`src/rtl/rau_pkg.sv`:
```
// Shared types and constants for the rational arithmetic unit.
// Used by rau_ctrl, rau_dpath and rational_arithmetic_unit; no dependencies.
`timescale 1ns / 1ps
`default_nettype none
package rau_pkg;

  localparam int unsigned WORD_BITS_DEF = 32;
  localparam int unsigned PORT_BITS     = 32;

  // Operation codes carried on kind_i
  typedef enum logic [2:0] {
    KIND_ADD  = 3'd0,
    KIND_SUB  = 3'd1,
    KIND_MUL  = 3'd2,
    KIND_DIV  = 3'd3,
    KIND_LT   = 3'd4,
    KIND_EQ   = 3'd5,
    KIND_NORM = 3'd6,
    KIND_NONE = 3'd7
  } kind_e;

  // Controller states
  typedef enum logic [3:0] {
    S_IDLE,
    S_MUL0,
    S_MUL1,
    S_MUL2,
    S_COMBINE,
    S_CHECK,
    S_TWOS,
    S_UODD,
    S_LOOP,
    S_DIVN,
    S_DIVD_INIT,
    S_DIVD,
    S_DIV_END,
    S_FIT,
    S_POST,
    S_OUT
  } state_e;

  // Datapath commands
  typedef enum logic [4:0] {
    CMD_IDLE,
    CMD_LOAD,
    CMD_MUL0,
    CMD_MUL1,
    CMD_MUL2,
    CMD_COMBINE,
    CMD_PASS,
    CMD_GCD_INIT,
    CMD_GCD_TWOS,
    CMD_GCD_UODD,
    CMD_GCD_STEP,
    CMD_DIV_INIT_N,
    CMD_DIV_STEP,
    CMD_DIV_INIT_D,
    CMD_DIV_END,
    CMD_FIT,
    CMD_RESULT,
    CMD_SAVE_X,
    CMD_OUT
  } cmd_e;

  // Status from datapath to controller
  typedef struct packed {
    kind_e kind;
    logic  pass_b;
    logic  pass_thru;
    logic  both_even;
    logic  u_even;
    logic  v_zero;
    logic  div_last;
    logic  fit_ok;
  } status_t;

endpackage
`default_nettype wire

```
`src/rtl/rau_ctrl.sv`:
```
// Controller of the rational arithmetic unit: sequences the datapath and
// runs both handshakes. Depends on rau_pkg.
`timescale 1ns / 1ps
`default_nettype none
module rau_ctrl
  import rau_pkg::*;
(
  input  wire logic    clk_i,
  input  wire logic    rst_ni,
  input  wire logic    in_valid_i,
  output logic         in_stall_o,
  output logic         out_valid_o,
  input  wire logic    out_stall_i,
  input  wire status_t status_i,
  output cmd_e         cmd_o
);

  state_e state_q, state_d;
  logic   out_valid_q, out_valid_d;

  // State and output valid registers
  always_ff @(posedge clk_i or negedge rst_ni) begin
    if (!rst_ni) begin
      state_q     <= S_IDLE;
      out_valid_q <= 1'b0;
    end else begin
      state_q     <= state_d;
      out_valid_q <= out_valid_d;
    end
  end

  // Next state and commands
  always_comb begin
    state_d     = state_q;
    cmd_o       = CMD_IDLE;
    out_valid_d = out_valid_q && out_stall_i;
    case (state_q)
      S_IDLE: begin
        if (in_valid_i) begin
          cmd_o   = CMD_LOAD;
          state_d = S_MUL0;
        end
      end
      S_MUL0: begin
        cmd_o   = CMD_MUL0;
        state_d = S_MUL1;
      end
      S_MUL1: begin
        cmd_o   = CMD_MUL1;
        state_d = S_MUL2;
      end
      S_MUL2: begin
        cmd_o   = CMD_MUL2;
        state_d = S_COMBINE;
      end
      S_COMBINE: begin
        cmd_o = CMD_COMBINE;
        if (status_i.kind == KIND_LT || status_i.kind == KIND_NONE) begin
          state_d = S_OUT;
        end else begin
          state_d = S_CHECK;
        end
      end
      S_CHECK: begin
        if (status_i.pass_thru) begin
          cmd_o   = CMD_PASS;
          state_d = S_POST;
        end else begin
          cmd_o   = CMD_GCD_INIT;
          state_d = S_TWOS;
        end
      end
      S_TWOS: begin
        if (status_i.both_even) cmd_o = CMD_GCD_TWOS;
        else state_d = S_UODD;
      end
      S_UODD: begin
        if (status_i.u_even) cmd_o = CMD_GCD_UODD;
        else state_d = S_LOOP;
      end
      S_LOOP: begin
        if (status_i.v_zero) begin
          cmd_o   = CMD_DIV_INIT_N;
          state_d = S_DIVN;
        end else begin
          cmd_o = CMD_GCD_STEP;
        end
      end
      S_DIVN: begin
        cmd_o = CMD_DIV_STEP;
        if (status_i.div_last) state_d = S_DIVD_INIT;
      end
      S_DIVD_INIT: begin
        cmd_o   = CMD_DIV_INIT_D;
        state_d = S_DIVD;
      end
      S_DIVD: begin
        cmd_o = CMD_DIV_STEP;
        if (status_i.div_last) state_d = S_DIV_END;
      end
      S_DIV_END: begin
        cmd_o   = CMD_DIV_END;
        state_d = S_FIT;
      end
      S_FIT: begin
        if (status_i.fit_ok) begin
          cmd_o   = CMD_RESULT;
          state_d = S_POST;
        end else begin
          cmd_o = CMD_FIT;
        end
      end
      S_POST: begin
        // Equal reduces a first, then b
        if (status_i.kind == KIND_EQ && !status_i.pass_b) begin
          cmd_o   = CMD_SAVE_X;
          state_d = S_MUL0;
        end else begin
          state_d = S_OUT;
        end
      end
      S_OUT: begin
        if (!out_valid_q || !out_stall_i) begin
          cmd_o       = CMD_OUT;
          out_valid_d = 1'b1;
          state_d     = S_IDLE;
        end
      end
      default: state_d = S_IDLE;
    endcase
  end

  assign in_stall_o  = (state_q != S_IDLE);
  assign out_valid_o = out_valid_q;

endmodule
`default_nettype wire

```
`config.mk`:
```
export PLATFORM = sky130hd
export DESIGN_NAME = rau_ctrl
export DESIGN_NICKNAME = d
export VERILOG_FILES = /design/src/rtl/rau_pkg.sv /design/src/rtl/rau_ctrl.sv
export SDC_FILE = /design/constraint.sdc
export NUM_CORES = 1
export LEC_CHECK = 0
export BUFFER_PORTS_ARGS = -buffer_cell sky130_fd_sc_hd__buf_4
export CAP_MARGIN = 10
export CORE_UTILIZATION = 40
export CTS_BUF_LIST = sky130_fd_sc_hd__clkbuf_2
export DETAILED_ROUTE_END_ITERATION = 8
export HOLD_SLACK_MARGIN = 0.06
export MAX_ROUTING_LAYER = met4
export PLACE_DENSITY = 0.73
export SETUP_SLACK_MARGIN = 0.5
export SLEW_MARGIN = 20
export SYNTH_ARGS = -nofsm -noshare
export SYNTH_HDL_FRONTEND = slang
export SYNTH_SLANG_ARGS = --single-unit
```
`constraint.sdc`:
```
create_clock -name clk_i -period 2.4 [get_ports clk_i]
set_clock_uncertainty 0.2 [all_clocks]
set_input_delay 0.6 -clock clk_i [delete_from_list [all_inputs] [get_ports clk_i]]
set_output_delay 0.6 -clock clk_i [all_outputs]
set_load 0.02 [all_outputs]
```
== Word-level counts from Yosys, hierarchy flattened ==
Index checks and enable logic that the tools add are counted.
Storage, ports and cells
  flip-flop bits (word level): 5
  input bits: 14
  output and inout port bits: 7
  word-level logic and storage cells: 62
Operators by class
  equality and inequality tests: 26
  multiplexer cells: 23
  reduce and logical (&&, ||, !) cells: 11
Operator list (number)
  5-bit one-hot mux with 15 select lines: 1
  4-bit one-hot mux with 16 select lines: 1
  4-bit 2-to-1 mux: 13
  4-bit == test (second input constant): 8
  4-bit by 3-bit == test with 1-bit output (second input constant): 4
  2-bit != test (second input constant): 8
  5-bit 2-to-1 mux: 3
  3-bit == test (second input constant): 3
  4-bit by 2-bit == test with 1-bit output (second input constant): 2
  8-bit AND reduction: 1
  1-bit 2-to-1 mux: 5
  4-bit by 1-bit == test with 1-bit output (second input constant): 1
  4-bit zero test: 1
  4-bit nonzero test: 1
  1-bit zero test: 3
  1-bit logical AND: 2
  1-bit logical OR: 2
  2-bit OR reduction: 1

== Longest topological paths before layout ==
  depth after elaboration: 4
  mapped depth: 5
  depth with buffers taken out: 4

== Worst setup path after synthesis ==
Ideal clock, no wire load.
  path type: reg2out
  start point: register state_q[0]
  end point: output cmd_o[2]
  arrival time: 1476 ps
  data required time: 1600 ps
  setup slack: 124 ps
  stages on the path, launching flop included: 5
  buffers on the path: 2
  cells stage by stage: dfrtp_1 buf_2 buf_1 a211oi_1 a221oi_1
On the way
  cells in the longest elaborated chain, start to end: 3
  elaborated cells on any way between the ends: 18
  those cells by class: 15 x eq/ne; 1 x mux; 2 x reduce/logical
RTL lines
  start, declared: RTL line rau_ctrl.sv:18  | state_e state_q, state_d;
  start signal, assigned: RTL line rau_ctrl.sv:27  | state_q <= state_d;
  4-bit == test: RTL line rau_ctrl.sv:37  | case (state_q)
  2-bit OR reduction (no line)
  5-bit one-hot mux with 15 select lines *: RTL line rau_ctrl.sv:37
  end, declared: RTL line rau_ctrl.sv:15  | output cmd_e cmd_o
Mark *: on every way between the ends. The rest lies on a longest branch, timed or not.

== Worst setup path after layout ==
  start point: register state_q[1]
  end point: output cmd_o[0]
Same word-level chain as after synthesis.

==> results.py <==
metrics = {
    "cells_and_area": {
        "finalNonFillerCells": 129,
        "seqCellArea_um2": 126,
        "final_common_cell": "buf_4",
        "multiInputGateArea_um2": 536,
        "n_fill_cell": 93,
        "final_cell_mix": "buf_4, buf_6, a21oi_1",
        "drive_gt1_share_pct": 60.5,
        "design_area_um2": 1080,
        "nNetsFinal": 129,
        "num_antenna_cells": 0,
        "area_delta_synth_final_pct": 78.6,
    },
    "cts": {
        "clk_pin_slew_worst_paths_ps": 70,
        "cts_made_buffers": 3,
        "clock_path_buffers": 2,
        "numClockSinks": 5,
        "htree_levels": 1,
        "insertion_delay_ps": 240,
        "cts_tree": "built",
        "cts-root-buf": "clkbuf_2",
    },
    "floorplanning": {
        "num_rows": 13,
        "die_h_um": 41.0,
        "core_um2": 1350,
        "initial_core_util_pct": 44.9,
        "dieArea_um2": 1680,
        "pin_count": 21,
        "chipWidth_um": 41.0,
    },
    "worst_setup_path": {
        "setup.worst_path.class": "flip-flop to output port",
        "cp-start-kind": "flip-flop",
        "critPathCaptureType": "output port",
        "cp.arrival_ps": 1580,
        "worst-path-max-fanout": 2,
        "critPathRequiredTime_ps": 1600,
    },
    "global_route": {
        "grt_overflow": 0,
        "grt_use_total_pct": 27.5,
        "grt_pass1_wl_mm": 2.85,
        "antenna_found_initial": 0,
        "grt_max_degree": 20,
        "grt_pass1_vias": 621,
    },
    "sta": {
        "finalHoldViolations": 0,
        "max_freq_mhz": 421,
        "min_period_ps": 2380,
        "slew_headroom_pct": 52.8,
        "worst_slew_pin_slew_ps": 706,
        "setup_ws_ps": 22.9,
        "rsz0062_at_grt": "true",
        "min_period_over_period_pct": 99.0,
        "final_max_slew_viol_count": 0,
        "finalSetupViolations": 0,
        "hold-worst-slack_ps": 457,
    },
    "logic_synthesis": {
        "yosysSeqAreaShare_pct": 20.6,
        "synth.cell_area_um2": 607,
        "synthCells": 77,
        "yosys_register_bits": 5,
        "synth_flop_cell": "dfrtp_1",
        "synth_nets": 91,
        "synth_area_per_cell_um2": 7.88,
        "synth.distinct_cells": 40,
        "yosysWarnings": 0,
        "ys_async_sr_fraction_pct": 100,
        "synth_edf_count": 0,
    },
    "hold_path": {
        "min_path_type": "flip-flop to flip-flop",
    },
    "placed_design": {
        "io_buffers": 20,
        "place_congestion": 0.837,
        "dpl_cell_area_um2": 805,
        "dp_hpwl_mm": 1.26,
        "pre_cts_ws_ps": 24.3,
        "place_inst": 112,
    },
    "power": {
        "power.total_mw": 1.60,
        "peakVddDrop_mv": 0.880,
        "power_density_nw_per_um2": 1480,
        "power.leakage_nw": 0.467,
    },
    "drt": {
        "first_pass_iters": 4,
        "drc": 0,
        "via_per_inst": 5.96,
        "drt_wl_total_mm": 2.12,
        "wl_per_cell_um": 16.4,
        "drtIter0Drc": 40,
        "ant_nets": 0,
        "num_vias": 769,
    },
    "run": {
        "drv_cap": 0,
    },
    "outcome": {
        "status": "complete, no violations",
    },
}
what timing repair did:
action                                  CTS  global route
setup buffers                             8             4
hold buffers                              1             0
resized for setup                        19            20
pin swaps                                 9            10
hold endpoints to repair                  5             0
endpoints found under the setup margin    9            10
cloned                                    0             0
metrics by stage:
| stage | utilization (%) | TNS, ps |
|---|---|---|
| floorplan | - | 0 |
| global placement | 59.6 | 0 |
| detailed placement | 59.6 | 0 |
| CTS | 71.9 | 0 |
| global route | 80.3 | -64.8 |
| finish | 80.3 | 0 |
cells in the mapped netlist, types with 3 or more instances:
library cell  instances  area (µm²)
nor3_1                3        15.0
a21oi_1               7        35.0
dfrtp_1               5         125
a211oi_1              3        22.5
nor2_1                6        22.5
nand2_1               7        26.3
worst paths after layout:
path | end | start | cells after the start | slack (ps)
setup / recovery | cmd_o[0] | state_q[1] | 5 | 20
hold / removal | out_valid_o | out_valid_o | 2 | 460
max in group asynchronous | state_q[3] | rst_ni | 2 | 1370
setup reg to reg | state_q[2] | state_q[0] | 7 | 290
min in group asynchronous | state_q[2] | rst_ni | 2 | 500
hold reg to reg | out_valid_o | out_valid_o | 2 | 460
worst max-delay path, cell delays in order (launching register included):
cell and delay [ps]:
dfrtp_1 410, or4_4 540, nor2_2 90, nor2_1 50, o2bb2ai_2 110, buf_6 130
cells by family (layout without fill, tap and decap cells):
kind of cell              Yosys count  in the layout  share of synthesized area, %
muxes                               1              1                          1.65
DFF                                 5              5                          20.6
buffers and inverters              10             47                          9.07
and+or+nand+nor                    29             29                          27.6
AOI/OAI and AO/OA                  30             30                          38.1
xor gates and xnor gates            2              2                          2.89
layer usage:
layer  vias to the layer above  wire length (µm)  track usage (%)
met1                       365               872             35.2
met3                         4               122             2.72
met4                         0                55             15.8
met2                        34              1070             41.8
met5                         -                 0                -
li1                        366                 -                -
power by group:
group          switching [mW]  internal (mW)
Combinational           0.690          0.652
Clock                  0.0420         0.0442
Sequential             0.0437          0.131
sequential cells by signal, summed over array words and instances (netlist names):
signal       count
state_q          4
out_valid_o      1
final cells by class:
type / instances / area share [%]
well taps: 15 / 1.73
inverters: 3 / 1.04
flip-flops and latches: 5 / 11.7
repair buffers: 40 / 34.3
clock buffers: 4 / 1.85
multi-input cells: 62 / 49.4
Note: power is estimated with default switching activity, not from simulation.
